**config.mk**
```make
export PLATFORM = sky130hd
export DESIGN_NAME = bipartite_perfect_matching
export DESIGN_NICKNAME = d
export VERILOG_FILES = /design/src/design/bpm_pkg.sv /design/src/design/bpm_row_store.sv /design/src/design/bpm_col_partner.sv /design/src/design/bpm_search.sv /design/src/design/bipartite_perfect_matching.sv
export SDC_FILE = /design/constraint.sdc
export NUM_CORES = 2
export LEC_CHECK = 0
export BUFFER_PORTS_ARGS = -buffer_cell sky130_fd_sc_hd__buf_4
export CORE_MARGIN = 2
export CORE_UTILIZATION = 50
export CTS_BUF_LIST = sky130_fd_sc_hd__clkbuf_2 sky130_fd_sc_hd__clkbuf_4 sky130_fd_sc_hd__clkbuf_8
export DETAILED_ROUTE_END_ITERATION = 8
export HOLD_SLACK_MARGIN = 0.15
export PLACE_DENSITY = 0.75
export SLEW_MARGIN = 5
export SYNTH_ARGS = -nofsm -noshare
export SYNTH_HDL_FRONTEND = slang
export SYNTH_SLANG_ARGS = --single-unit
export TNS_END_PERCENT = 100
```
**constraint.sdc**
```tcl
create_clock -name aclk -period 6.33 [get_ports aclk]
set_input_delay 1.899 -clock aclk [delete_from_list [all_inputs] [get_ports aclk]]
set_output_delay 1.899 -clock aclk [all_outputs]
set_load 0.02 [all_outputs]
```
**src/design/bpm_pkg.sv**
```systemverilog
// bpm_pkg: types and constants shared by the bipartite matching block.
// No dependencies; imported by every module of the block.
package bpm_pkg;

    localparam int COL_W    = 5;
    localparam int NUM_COLS = 32;
    localparam int ROW_W    = 32;
    localparam int CFG_W    = 6;
    localparam int N_W      = 7;
    localparam int SIZE_W   = 6;

    typedef enum logic [2:0] {
        ST_IDLE,
        ST_ROOT,
        ST_FETCH,
        ST_SCAN,
        ST_PROBE,
        ST_UNWIND,
        ST_DONE
    } search_state_t;

    // column partner store access from the search sequencer
    typedef struct packed {
        logic             clear;
        logic             re;
        logic [COL_W-1:0] raddr;
        logic             we;
        logic [COL_W-1:0] waddr;
    } cp_ctrl_t;

endpackage

```
**src/design/bpm_row_store.sv**
```systemverilog
// bpm_row_store: synchronous memory holding the loaded matrix rows.
// Depends on bpm_pkg; one write port, one registered read port.
module bpm_row_store
    import bpm_pkg::*;
#(
    parameter int DEPTH = 32,
    parameter int AW    = 5
) (
    input  logic             aclk,
    input  logic             we,
    input  logic [AW-1:0]    waddr,
    input  logic [ROW_W-1:0] wdata,
    input  logic             re,
    input  logic [AW-1:0]    raddr,
    output logic [ROW_W-1:0] rdata
);

    logic [ROW_W-1:0] mem [DEPTH];
    logic [ROW_W-1:0] rdata_reg;

    always_ff @(posedge aclk) begin
        if (we) begin
            mem[waddr] <= wdata;
        end
        if (re) begin
            rdata_reg <= mem[raddr];
        end
    end

    assign rdata = rdata_reg;

endmodule

```
**src/design/bpm_col_partner.sv**
```systemverilog
// bpm_col_partner: per-column partner row memory with flop valid bits.
// Depends on bpm_pkg; a single clear drops every valid bit.
module bpm_col_partner
    import bpm_pkg::*;
#(
    parameter int RW = 5
) (
    input  logic          aclk,
    input  logic          aresetn,
    input  cp_ctrl_t      ctrl,
    input  logic [RW-1:0] wdata,
    output logic          rvalid,
    output logic [RW-1:0] rdata
);

    logic [RW-1:0]       mem [NUM_COLS];
    logic [NUM_COLS-1:0] valid_reg;
    logic                rvalid_reg;
    logic [RW-1:0]       rdata_reg;

    always_ff @(posedge aclk) begin
        if (!aresetn) begin
            valid_reg  <= '0;
            rvalid_reg <= 1'b0;
        end else begin
            if (ctrl.clear) begin
                valid_reg <= '0;
            end else if (ctrl.we) begin
                valid_reg[ctrl.waddr] <= 1'b1;
            end
            if (ctrl.re) begin
                rvalid_reg <= valid_reg[ctrl.raddr];
            end
        end
    end

    always_ff @(posedge aclk) begin
        if (ctrl.we) begin
            mem[ctrl.waddr] <= wdata;
        end
        if (ctrl.re) begin
            rdata_reg <= mem[ctrl.raddr];
        end
    end

    assign rvalid = rvalid_reg;
    assign rdata  = rdata_reg;

endmodule

```
**src/design/bpm_search.sv**
```systemverilog
// bpm_search: augmenting-path sequencer over the row store and partner memory.
// Depends on bpm_pkg; drives the read port of bpm_row_store and all of bpm_col_partner.
module bpm_search
    import bpm_pkg::*;
#(
    parameter int MAX_SIZE = 32,
    parameter int RW       = 5,
    parameter int CNTW     = 6
) (
    input  logic              aclk,
    input  logic              aresetn,
    input  logic              start,
    input  logic [CNTW-1:0]   rows,
    input  logic [ROW_W-1:0]  cmask,
    input  logic              out_free,
    output logic              done,
    output logic [SIZE_W-1:0] size,
    output logic              rs_re,
    output logic [RW-1:0]     rs_addr,
    input  logic [ROW_W-1:0]  rs_data,
    output cp_ctrl_t          cp_ctrl,
    output logic [RW-1:0]     cp_wdata,
    input  logic              cp_rvalid,
    input  logic [RW-1:0]     cp_rdata
);

    search_state_t state_reg, state_next;

    logic [CNTW-1:0]   root_reg;
    logic [SIZE_W-1:0] size_reg;
    logic [RW-1:0]     depth_reg;
    logic [RW-1:0]     top_row_reg;
    logic [ROW_W-1:0]  top_bits_reg;
    logic [ROW_W-1:0]  visited_reg;
    logic [COL_W-1:0]  col_reg;
    logic [RW-1:0]     stack_row [MAX_SIZE];
    logic [COL_W-1:0]  stack_col [MAX_SIZE];

    logic [ROW_W-1:0] cand;
    logic [COL_W-1:0] low_col;
    logic [RW-1:0]    depth_dn;
    logic             at_root;
    logic             roots_done;

    function automatic logic [COL_W-1:0] lowest_set(input logic [ROW_W-1:0] v);
        logic [COL_W-1:0] idx;
        idx = '0;
        for (int i = ROW_W - 1; i >= 0; i--) begin
            if (v[i]) begin
                idx = COL_W'(i);
            end
        end
        return idx;
    endfunction

    assign cand       = top_bits_reg & cmask & ~visited_reg;
    assign low_col    = lowest_set(cand);
    assign depth_dn   = depth_reg - RW'(1);
    assign at_root    = (depth_reg == '0);
    assign roots_done = (root_reg == rows);

    always_comb begin
        state_next = state_reg;
        unique case (state_reg)
            ST_IDLE:   if (start) state_next = ST_ROOT;
            ST_ROOT:   state_next = roots_done ? ST_DONE : ST_FETCH;
            ST_FETCH:  state_next = ST_SCAN;
            ST_SCAN: begin
                if (cand != '0) begin
                    state_next = ST_PROBE;
                end else begin
                    state_next = at_root ? ST_ROOT : ST_FETCH;
                end
            end
            ST_PROBE: begin
                if (cp_rvalid) begin
                    state_next = ST_FETCH;
                end else begin
                    state_next = at_root ? ST_ROOT : ST_UNWIND;
                end
            end
            ST_UNWIND: if (at_root) state_next = ST_ROOT;
            ST_DONE:   if (out_free) state_next = ST_IDLE;
            default:   state_next = ST_IDLE;
        endcase
    end

    always_comb begin
        rs_re    = 1'b0;
        rs_addr  = root_reg[RW-1:0];
        cp_ctrl  = '0;
        cp_wdata = top_row_reg;
        done     = 1'b0;
        unique case (state_reg)
            ST_IDLE:  cp_ctrl.clear = start;
            ST_ROOT:  rs_re = !roots_done;
            ST_SCAN: begin
                if (cand != '0) begin
                    cp_ctrl.re    = 1'b1;
                    cp_ctrl.raddr = low_col;
                end else if (!at_root) begin
                    rs_re   = 1'b1;
                    rs_addr = stack_row[depth_dn];
                end
            end
            ST_PROBE: begin
                if (cp_rvalid) begin
                    rs_re   = 1'b1;
                    rs_addr = cp_rdata;
                end else begin
                    cp_ctrl.we    = 1'b1;
                    cp_ctrl.waddr = col_reg;
                end
            end
            ST_UNWIND: begin
                cp_ctrl.we    = 1'b1;
                cp_ctrl.waddr = col_reg;
            end
            ST_DONE:  done = out_free;
            default: ;
        endcase
    end

    always_ff @(posedge aclk) begin
        if (!aresetn) begin
            state_reg <= ST_IDLE;
        end else begin
            state_reg <= state_next;
        end
    end

    always_ff @(posedge aclk) begin
        unique case (state_reg)
            ST_IDLE: begin
                root_reg <= '0;
                size_reg <= '0;
            end
            ST_ROOT: begin
                depth_reg    <= '0;
                visited_reg  <= '0;
                top_row_reg  <= root_reg[RW-1:0];
                stack_row[0] <= root_reg[RW-1:0];
            end
            ST_FETCH: top_bits_reg <= rs_data;
            ST_SCAN: begin
                if (cand != '0) begin
                    col_reg              <= low_col;
                    visited_reg[low_col] <= 1'b1;
                end else if (at_root) begin
                    root_reg <= root_reg + CNTW'(1);
                end else begin
                    depth_reg   <= depth_dn;
                    top_row_reg <= stack_row[depth_dn];
                end
            end
            ST_PROBE: begin
                if (cp_rvalid) begin
                    // column taken: descend into its current partner row
                    stack_col[depth_reg]          <= col_reg;
                    stack_row[depth_reg + RW'(1)] <= cp_rdata;
                    depth_reg                     <= depth_reg + RW'(1);
                    top_row_reg                   <= cp_rdata;
                end else if (at_root) begin
                    root_reg <= root_reg + CNTW'(1);
                    size_reg <= size_reg + SIZE_W'(1);
                end else begin
                    col_reg     <= stack_col[depth_dn];
                    top_row_reg <= stack_row[depth_dn];
                    depth_reg   <= depth_dn;
                end
            end
            ST_UNWIND: begin
                // flip the path: each row on the stack takes the column that was probed from it
                if (at_root) begin
                    root_reg <= root_reg + CNTW'(1);
                    size_reg <= size_reg + SIZE_W'(1);
                end else begin
                    col_reg     <= stack_col[depth_dn];
                    top_row_reg <= stack_row[depth_dn];
                    depth_reg   <= depth_dn;
                end
            end
            default: ;
        endcase
    end

    assign size = size_reg;

    a_done_only_when_finished: assert property (@(posedge aclk) disable iff (!aresetn)
        done |-> (root_reg == rows))
        else $error("result issued before all roots searched");
    a_size_bounded: assert property (@(posedge aclk) disable iff (!aresetn)
        (state_reg != ST_IDLE) |-> ({1'b0, size_reg} <= (SIZE_W+1)'(root_reg)))
        else $error("matching larger than roots searched");
    a_write_only_free_col: assert property (@(posedge aclk) disable iff (!aresetn)
        (state_reg == ST_PROBE && !cp_rvalid) |-> visited_reg[col_reg])
        else $error("claimed column not marked visited");

endmodule

```
**src/design/bipartite_perfect_matching.sv**
```systemverilog
// Maximum bipartite matching over a square 0/1 matrix loaded one row per word.
// Each input word is one row; rows are written to a row memory until the word
// with s_tlast, then a sequencer runs one augmenting-path search per loaded row.
// Each column tried costs a partner-memory probe; descending into the column's
// partner row costs a row-memory read, returning from an exhausted row re-reads
// the parent row, and a successful search writes the partner memory once per
// column flipped. One search visits at most n-1 taken columns; no input is taken
// while the search runs. One result word follows each s_tlast word: the matching
// size and a flag set when it equals n.
module bipartite_perfect_matching
    import bpm_pkg::*;
#(
    parameter int MAX_SIZE = 32
) (
    input  logic        aclk,
    input  logic        aresetn,
    input  logic        cfg_valid,
    output logic        cfg_ready,
    input  logic [5:0]  cfg_data,    // matrix_size
    input  logic        s_tvalid,
    output logic        s_tready,
    input  logic [31:0] s_tdata,     // row_bits
    input  logic        s_tlast,     // last_row
    output logic        m_tvalid,
    input  logic        m_tready,
    output logic [7:0]  m_tdata,     // matching_size, then zero padding
    output logic        m_tuser      // is_perfect
);

    localparam int RW   = (MAX_SIZE > 1) ? $clog2(MAX_SIZE) : 1;
    localparam int CNTW = $clog2(MAX_SIZE + 1);
    localparam logic [N_W-1:0] MAX_N = N_W'(MAX_SIZE);

    logic [CFG_W-1:0]  size_cfg_reg;
    logic [CNTW-1:0]   row_count_reg, row_count_next;
    logic              busy_reg;
    logic              start_reg;
    logic [CNTW-1:0]   rows_reg;
    logic [ROW_W-1:0]  cmask_reg;
    logic              out_valid_reg;
    logic [SIZE_W-1:0] out_size_reg;
    logic              out_perfect_reg;

    logic [N_W-1:0]    n_eff;
    logic              in_word;
    logic              store_row;
    logic [N_W-1:0]    rows_clamp;
    logic [ROW_W-1:0]  cmask_now;
    logic              out_free;
    logic              search_done;
    logic [SIZE_W-1:0] search_size;
    logic              rs_re;
    logic [RW-1:0]     rs_addr;
    logic [ROW_W-1:0]  rs_data;
    cp_ctrl_t          cp_ctrl;
    logic [RW-1:0]     cp_wdata;
    logic              cp_rvalid;
    logic [RW-1:0]     cp_rdata;

    always_comb begin
        priority if (size_cfg_reg == '0) begin
            n_eff = N_W'(1);
        end else if (N_W'(size_cfg_reg) > MAX_N) begin
            n_eff = MAX_N;
        end else begin
            n_eff = N_W'(size_cfg_reg);
        end
    end

    assign cfg_ready = 1'b1;
    assign s_tready  = !busy_reg;
    assign in_word   = s_tvalid && s_tready;
    assign store_row = in_word && (N_W'(row_count_reg) < n_eff);

    assign row_count_next = store_row ? row_count_reg + CNTW'(1) : row_count_reg;
    assign rows_clamp = (N_W'(row_count_next) < n_eff) ? N_W'(row_count_next) : n_eff;
    assign cmask_now  = (n_eff >= N_W'(NUM_COLS)) ? '1
                      : ((ROW_W'(1) << n_eff[COL_W-1:0]) - ROW_W'(1));
    assign out_free   = !out_valid_reg || m_tready;

    always_ff @(posedge aclk) begin
        if (!aresetn) begin
            size_cfg_reg  <= CFG_W'(32);
            row_count_reg <= '0;
            busy_reg      <= 1'b0;
            start_reg     <= 1'b0;
            out_valid_reg <= 1'b0;
        end else begin
            if (cfg_valid && cfg_ready) begin
                size_cfg_reg <= cfg_data;
            end
            start_reg <= 1'b0;
            if (in_word && s_tlast) begin
                row_count_reg <= '0;
                busy_reg      <= 1'b1;
                start_reg     <= 1'b1;
            end else begin
                row_count_reg <= row_count_next;
            end
            if (search_done) begin
                busy_reg      <= 1'b0;
                out_valid_reg <= 1'b1;
            end else if (m_tready) begin
                out_valid_reg <= 1'b0;
            end
        end
    end

    always_ff @(posedge aclk) begin
        if (in_word && s_tlast) begin
            rows_reg  <= rows_clamp[CNTW-1:0];
            cmask_reg <= cmask_now;
        end
        if (search_done) begin
            out_size_reg    <= search_size;
            out_perfect_reg <= ({1'b0, search_size} == n_eff);
        end
    end

    bpm_row_store #(
        .DEPTH (MAX_SIZE),
        .AW    (RW)
    ) u_row_store (
        .aclk  (aclk),
        .we    (store_row),
        .waddr (row_count_reg[RW-1:0]),
        .wdata (s_tdata),
        .re    (rs_re),
        .raddr (rs_addr),
        .rdata (rs_data)
    );

    bpm_col_partner #(
        .RW (RW)
    ) u_col_partner (
        .aclk    (aclk),
        .aresetn (aresetn),
        .ctrl    (cp_ctrl),
        .wdata   (cp_wdata),
        .rvalid  (cp_rvalid),
        .rdata   (cp_rdata)
    );

    bpm_search #(
        .MAX_SIZE (MAX_SIZE),
        .RW       (RW),
        .CNTW     (CNTW)
    ) u_search (
        .aclk      (aclk),
        .aresetn   (aresetn),
        .start     (start_reg),
        .rows      (rows_reg),
        .cmask     (cmask_reg),
        .out_free  (out_free),
        .done      (search_done),
        .size      (search_size),
        .rs_re     (rs_re),
        .rs_addr   (rs_addr),
        .rs_data   (rs_data),
        .cp_ctrl   (cp_ctrl),
        .cp_wdata  (cp_wdata),
        .cp_rvalid (cp_rvalid),
        .cp_rdata  (cp_rdata)
    );

    assign m_tvalid = out_valid_reg;
    assign m_tdata  = {2'b00, out_size_reg};
    assign m_tuser  = out_perfect_reg;

    a_no_result_overrun: assert property (@(posedge aclk) disable iff (!aresetn)
        search_done |-> out_free)
        else $error("result overwritten before taken");
    a_count_bounded: assert property (@(posedge aclk) disable iff (!aresetn)
        N_W'(row_count_reg) <= MAX_N)
        else $error("row count beyond memory depth");
    a_start_follows_last: assert property (@(posedge aclk) disable iff (!aresetn)
        (in_word && s_tlast) |=> (start_reg && busy_reg && row_count_reg == '0))
        else $error("search not launched after final row");

endmodule
```
**After elaboration in Yosys (flattened, before gate mapping)**

Memories as Yosys holds them, arrays and structs flattened. A register that Yosys moved wholly into a read port is not among the register bits.
Cells that the tools add are included.

- Logic and storage cells: 188
- Register bits: 187
- Memories: 4
- Output and inout bits: 12
- Input bits: 44
- Bits in writable memories: 1504

Memory list:

| name | depth | bits a word | read ports | clocked after Yosys merged registers in | wr ports | line | text |
|---|---|---|---|---|---|---|---|
| u_row_store.mem | 32 | 32 | 1 | 1 | 1 | bpm_row_store.sv:18 | `logic [ROW_W-1:0] mem [DEPTH];` |
| u_col_partner.mem | 32 | 5 | 1 | 1 | 1 | bpm_col_partner.sv:16 | `logic [RW-1:0] mem [NUM_COLS];` |
| u_search.stack_col | 32 | 5 | 1 | 0 | 1 | bpm_search.sv:37 | `logic [COL_W-1:0] stack_col [MAX_SIZE];` |
| u_search.stack_row | 32 | 5 | 1 | 0 | 1 | bpm_search.sv:36 | `logic [RW-1:0] stack_row [MAX_SIZE];` |

- Shift-type cells: 1
- $add $sub $neg: 6
- Bitwise operators: 6
- Reductions and logical operators: 29
- Magnitude comparators: 9
- Eq/ne operators: 14
- Mux-type cells: 100

Operators with widths:

| kind | number |
|---|---|
| $mux W5 | 46 |
| $mux W6 | 12 |
| $and A32 B32 Y32 | 2 |
| $or A32 B32 Y32 | 2 |
| $pmux W32 S2 | 1 |
| $pmux W5 S4 | 2 |
| $mux W32 | 1 |
| $not A32 Y32 | 1 |
| $reduce_bool A32 Y1 | 1 |
| $shl A1 B5 Y32 const A | 1 |
| $sub A32 B1 Y32 const B | 1 |
| $pmux W6 S4 | 1 |
| $mux W3 | 7 |
| $pmux W3 S7 | 1 |
| $mux W1 | 20 |
| $add A6 B1 Y6 const B | 3 |
| $lt A5 B6 Y1 const B | 3 |
| $pmux W6 S3 | 1 |
| $pmux W5 S3 | 1 |
| $lt A6 B7 Y1 | 2 |
| $eq A6 B6 Y1 | 2 |
| $pmux W6 S2 | 1 |
| $demux W1 S5 | 2 |
| $ge A5 B1 Y1 const B | 2 |
| other kinds (27) | 49 |

**Logic depth before layout (Yosys ltp)**

- Word-level depth: 41
- Depth in mapped cells: 19
- Mapped depth without buffers: 17

**Modules after synthesis**

A second synthesis with hierarchy kept.

- Cells, all modules: 3997
- Area, all modules: 69400.3 um2

Modules (own cells, without submodules):

| module | times used | area each (um2) | cells each |
|---|---|---|---|
| bpm_row_store | 1 | 40805.4 | 2260 |
| bpm_search | 1 | 17710.7 | 1047 |
| bpm_col_partner | 1 | 7667.4 | 392 |
| bipartite_perfect_matching | 1 | 3216.8 | 298 |

**Worst setup path before layout**

No wires, ideal clock.

- Path kind: reg2reg
- Start point: register u_search.depth_reg[0]
- End point: register u_row_store.rdata_reg[11], in the netlist u_row_store.rdata[11] (read register of u_row_store.mem), data pin
- Setup time: 170 ps
- Stages on the path, launching flop included: 19
- Path buffers: 8
- Data arrival time: 4855 ps
- Slack: 1305 ps
- Clock period less this slack: 5025 ps
- Path through: edfxtp_1 clkbuf_1 buf_2 buf_2 buf_1 inv_1 ha_1 clkbuf_1 clkbuf_1 mux4_2 mux4_2 mux2i_1 mux2i_1 a21oi_1 or3_1 clkbuf_1 clkbuf_1 o22ai_1 nor4_2

- Word-level cells in the longest chain between the ends: 5

Ends and longest elaborated chain:

| item | line | text |
|---|---|---|
| start: declaration | bpm_search.sv:31 | `logic [RW-1:0] depth_reg;` |
| start signal: assignment | bpm_search.sv:152 | `depth_reg <= depth_dn;` |
| start signal: assignment | bpm_search.sv:161 | `depth_reg <= depth_reg + RW'(1);` |
| start signal: assignment | bpm_search.sv:169 | `depth_reg <= depth_dn;` |
| $sub A5 B1 Y5 | bpm_search.sv:58 | `assign depth_dn = depth_reg - RW'(1);` |
| $mem_v2 Z32 W5 | -- |  |
| $mux W5 | bpm_search.sv:101 | `end else if (!at_root) begin` |
| $mux W5 | bpm_search.sv:98 | `if (cand != '0) begin` |
| $pmux W5 S2 | bpm_search.sv:94 | `unique case (state_reg)` |
| end: declaration | bpm_row_store.sv:19 | `logic [ROW_W-1:0] rdata_reg;` |

Several ways; a longest one is shown, not always the timed one.
A chain may end at the register's enable or synchronous reset.

**Worst setup path after layout**

- Start point: register u_search.depth_reg[0]
- End point: register u_row_store.rdata_reg[10], in the netlist u_row_store.rdata[10] (read register of u_row_store.mem), data pin

The elaborated chain is that of the path after synthesis.

==> out/qor.txt <==
Remaining Overflow, GRT -> 0
final worst slack -> 1153 ps
CP max stage cell -> o21ai_4
Routed met3 length -> 17,490 um
CTS Buffer Depth -> 4
most frequent cells in the layout -> 1,677 x edfxtp_1, 905 x nand2_1, 313 x a21oi_1, 296 x clkbuf_8, 265 x a32oi_1
Core Region -> 0.1372 mm2
Clock Tree Root -> clkbuf_8
Setup crit end kind -> flop
Fillers -> 10.36k
slowest cell delay on critical path -> 790 ps
Clock transition at path regs -> 60 ps
final critical-path required period -> 5177 ps
Synth Flop Type -> edfxtp_1
gr usage total -> 23.18%
Clock Skew -> 64.34 ps
register area share after synthesis -> 74.53%
total negative slack -> 0 ps
Net Sw Frac -> 23.94%
IO buf count -> 52
Worst-Skew Late Latency -> 1000 ps
total wire length -> 166,200 um
unrepaired setup endpoints after global routing -> false
via count -> 41.67k
Setup Fix Bufs, Post-CTS -> 0
vias in the first global route -> 40.11k
DR WL/cell -> 24.76 um
DPL Wire Length -> 96,180 um
layout cells sized above 1 -> 16.50%
Syn Area/Cell -> 15.00 um2
# hold bufs at CTS -> 0
nets -> 4,814
R2R cell count -> 14
M1 WL -> 65,180 um
status -> finished clean
Post-Syn Instances -> 4,596
Seq pwr share -> 53.6%
Hold Violations, Final -> 0
TritonCTS Buffers -> 283
area grow syn2layout -> 11.22%
I/O pins -> 56
wire length on met2 -> 77,900 um
Net Switching -> 0.005757 W
crit path cell chain -> buf_4, nor3_1, xnor2_2, buf_4, mux4_2, mux2i_1, o21ai_4, buf_12, buf_4, buf_4, a21oi_1, a32oi_1, o22ai_1, nor4_2
type of the worst setup path -> flop to flop
top sig layer -> met5
num rows -> 136
Die H -> 375.3 um
drt first pass iters -> 6
Clk pwr share -> 37.2%
WP data arrival -> 5980 ps
Worst VDD drop -> 243.4 uV
Pleak -> 24.46 nW
Sinks on Clock Net -> 1,728
Period Utilization, post-route -> 81.79%
first-pass GRT wire length -> 246,600 um
Synth async-reset ratio -> 0%
routability cong. -> 0.9064
hold crit path type -> flop to flop
Int Power -> 0.01829 W
hold_ws -> 428.0 ps
CTS tree -> done
post-place setup slack -> 986.7 ps
hold depth -> 0
initial antenna violation count -> 18
synth warn -> 0
Initial Utilization -> 50.26%
critical path launch point type -> flop
Die Span X -> 375.3 um
fmax -> 193.2 MHz
DRT iter0 DRCs -> 5,770
Logic pwr share -> 9.2%
Via density -> 6.208
# Max-Cap Violations -> 0
post-route ant nets -> 0
Worst EP required -> 7130 ps
power density cells -> 313.7 mW/mm2
max reg flops -> 1,024
residual DRC count -> 0
most common cell after layout, fill and taps aside -> edfxtp_1
max_slew headroom -> 15.92%
synthesized area -> 0.06894 mm2
post-synthesis register bit count -> 1,728
Resized Gates After CTS -> 0
crit-path max FO -> 47
number of synthesized flops with an enable pin -> 1,677
Top reg by flops -> u_row_store.mem
Slew @ Worst Pin -> 1261 ps
Die Area -> 0.1409 mm2
Final Max Slew Viols -> 0
final setup fails -> 0
largest net degree at the start of global routing -> 158
post-synth cell types -> 76
crit-path most repeated cell -> buf_4
H-tree depth -> 5
[power by group through the flow]
stage / clock (W) / sequential, W / combinational (W)
after floorplan: 0 / 0.0130 / 0.00156
after global placement: 0 / 0.0131 / 0.00213
after detailed placement: 0 / 0.0131 / 0.00219
after CTS: 0.00905 / 0.0129 / 0.00220
after global routing: 0.00950 / 0.0129 / 0.00241
final: 0.00895 / 0.0129 / 0.00222
[layer usage]
metal | track usage (%) | vias up
li1 | - | 18120
met1 | 31.79 | 20710
met2 | 36.22 | 2386
met3 | 5.320 | 427
met4 | 9.070 | 22
met5 | 0 | -
[synthesized netlist by cell type, types with 39 or more instances]
library cell / count / area (um2)
edfxtp_1: 1677 / 50360
nand2_1: 909 / 3412
a21oi_1: 315 / 1577
a32oi_1: 265 / 2321
nor2_1: 247 / 927.1
clkbuf_1: 198 / 743.2
o22ai_1: 139 / 869.6
mux4_2: 113 / 2545
dfxtp_1: 51 / 1021
buf_2: 47 / 235.2
mux2i_1: 46 / 460.4
o21ai_0: 39 / 195.2
[worst max-delay path: cells and delay by family, from the launching register on]
family                    cells  cell delay [ps]
buffers and inverters         5             2080
AOI/OAI and AO/OA             4             1210
xor gates and xnor gates      1              470
and+or+nand+nor               2              440
muxes                         2              400
DFF                           1              340
[metrics by stage]
step	instances	instance area [um2]	util, %	total power, W
final	6712	76670	55.90	0.02405
after floorplan	4598	68940	-	0.01460
after detailed placement	6257	71590	52.19	0.01530
after CTS	6708	76650	55.89	0.02413
after global placement	6257	71590	52.19	0.01523
after global routing	6711	76670	55.90	0.02480
[final cells by class]
cell class	instances	area [um2]	share of cell area (%)
Timing Repair Buffer	161	1421	1.854
Inverter	25	93.84	0.1224
Clock inverter	74	385.4	0.5026
Clock buffer	377	4682	6.107
Multi-Input combinational cell	2549	16450	21.46
Tap cell	1794	2245	2.928
Antenna cell	4	10.01	0.01306
Sequential cell	1728	51380	67.01
[logic make-up (layout without fill, tap and decap cells)]
logic type,after synthesis,after routing,synth area share (%)
AND/OR/NAND/NOR,1377,1377,8.648
other,2,8,0.01089
multiplexers,180,180,4.703
adder cells (fa/ha/maj),22,22,0.3993
flip-flops,1728,1728,74.53
buffers and inverters,321,637,2.116
XOR/XNOR,41,41,0.5318
AO/OA/AOI/OAI,925,925,9.060
[worst paths after layout]
kind / startpoint / to / slack, ps
setup reg to reg: u_search.depth_reg[0] / u_row_store.rdata[10] / 1150
hold / removal: u_row_store.rdata[29] / u_search.top_bits_reg[29] / 430
hold reg to reg: u_row_store.rdata[29] / u_search.top_bits_reg[29] / 430
setup / recovery: u_search.depth_reg[0] / u_row_store.rdata[10] / 1150
Note: power is estimated with default switching activity, not from simulation.
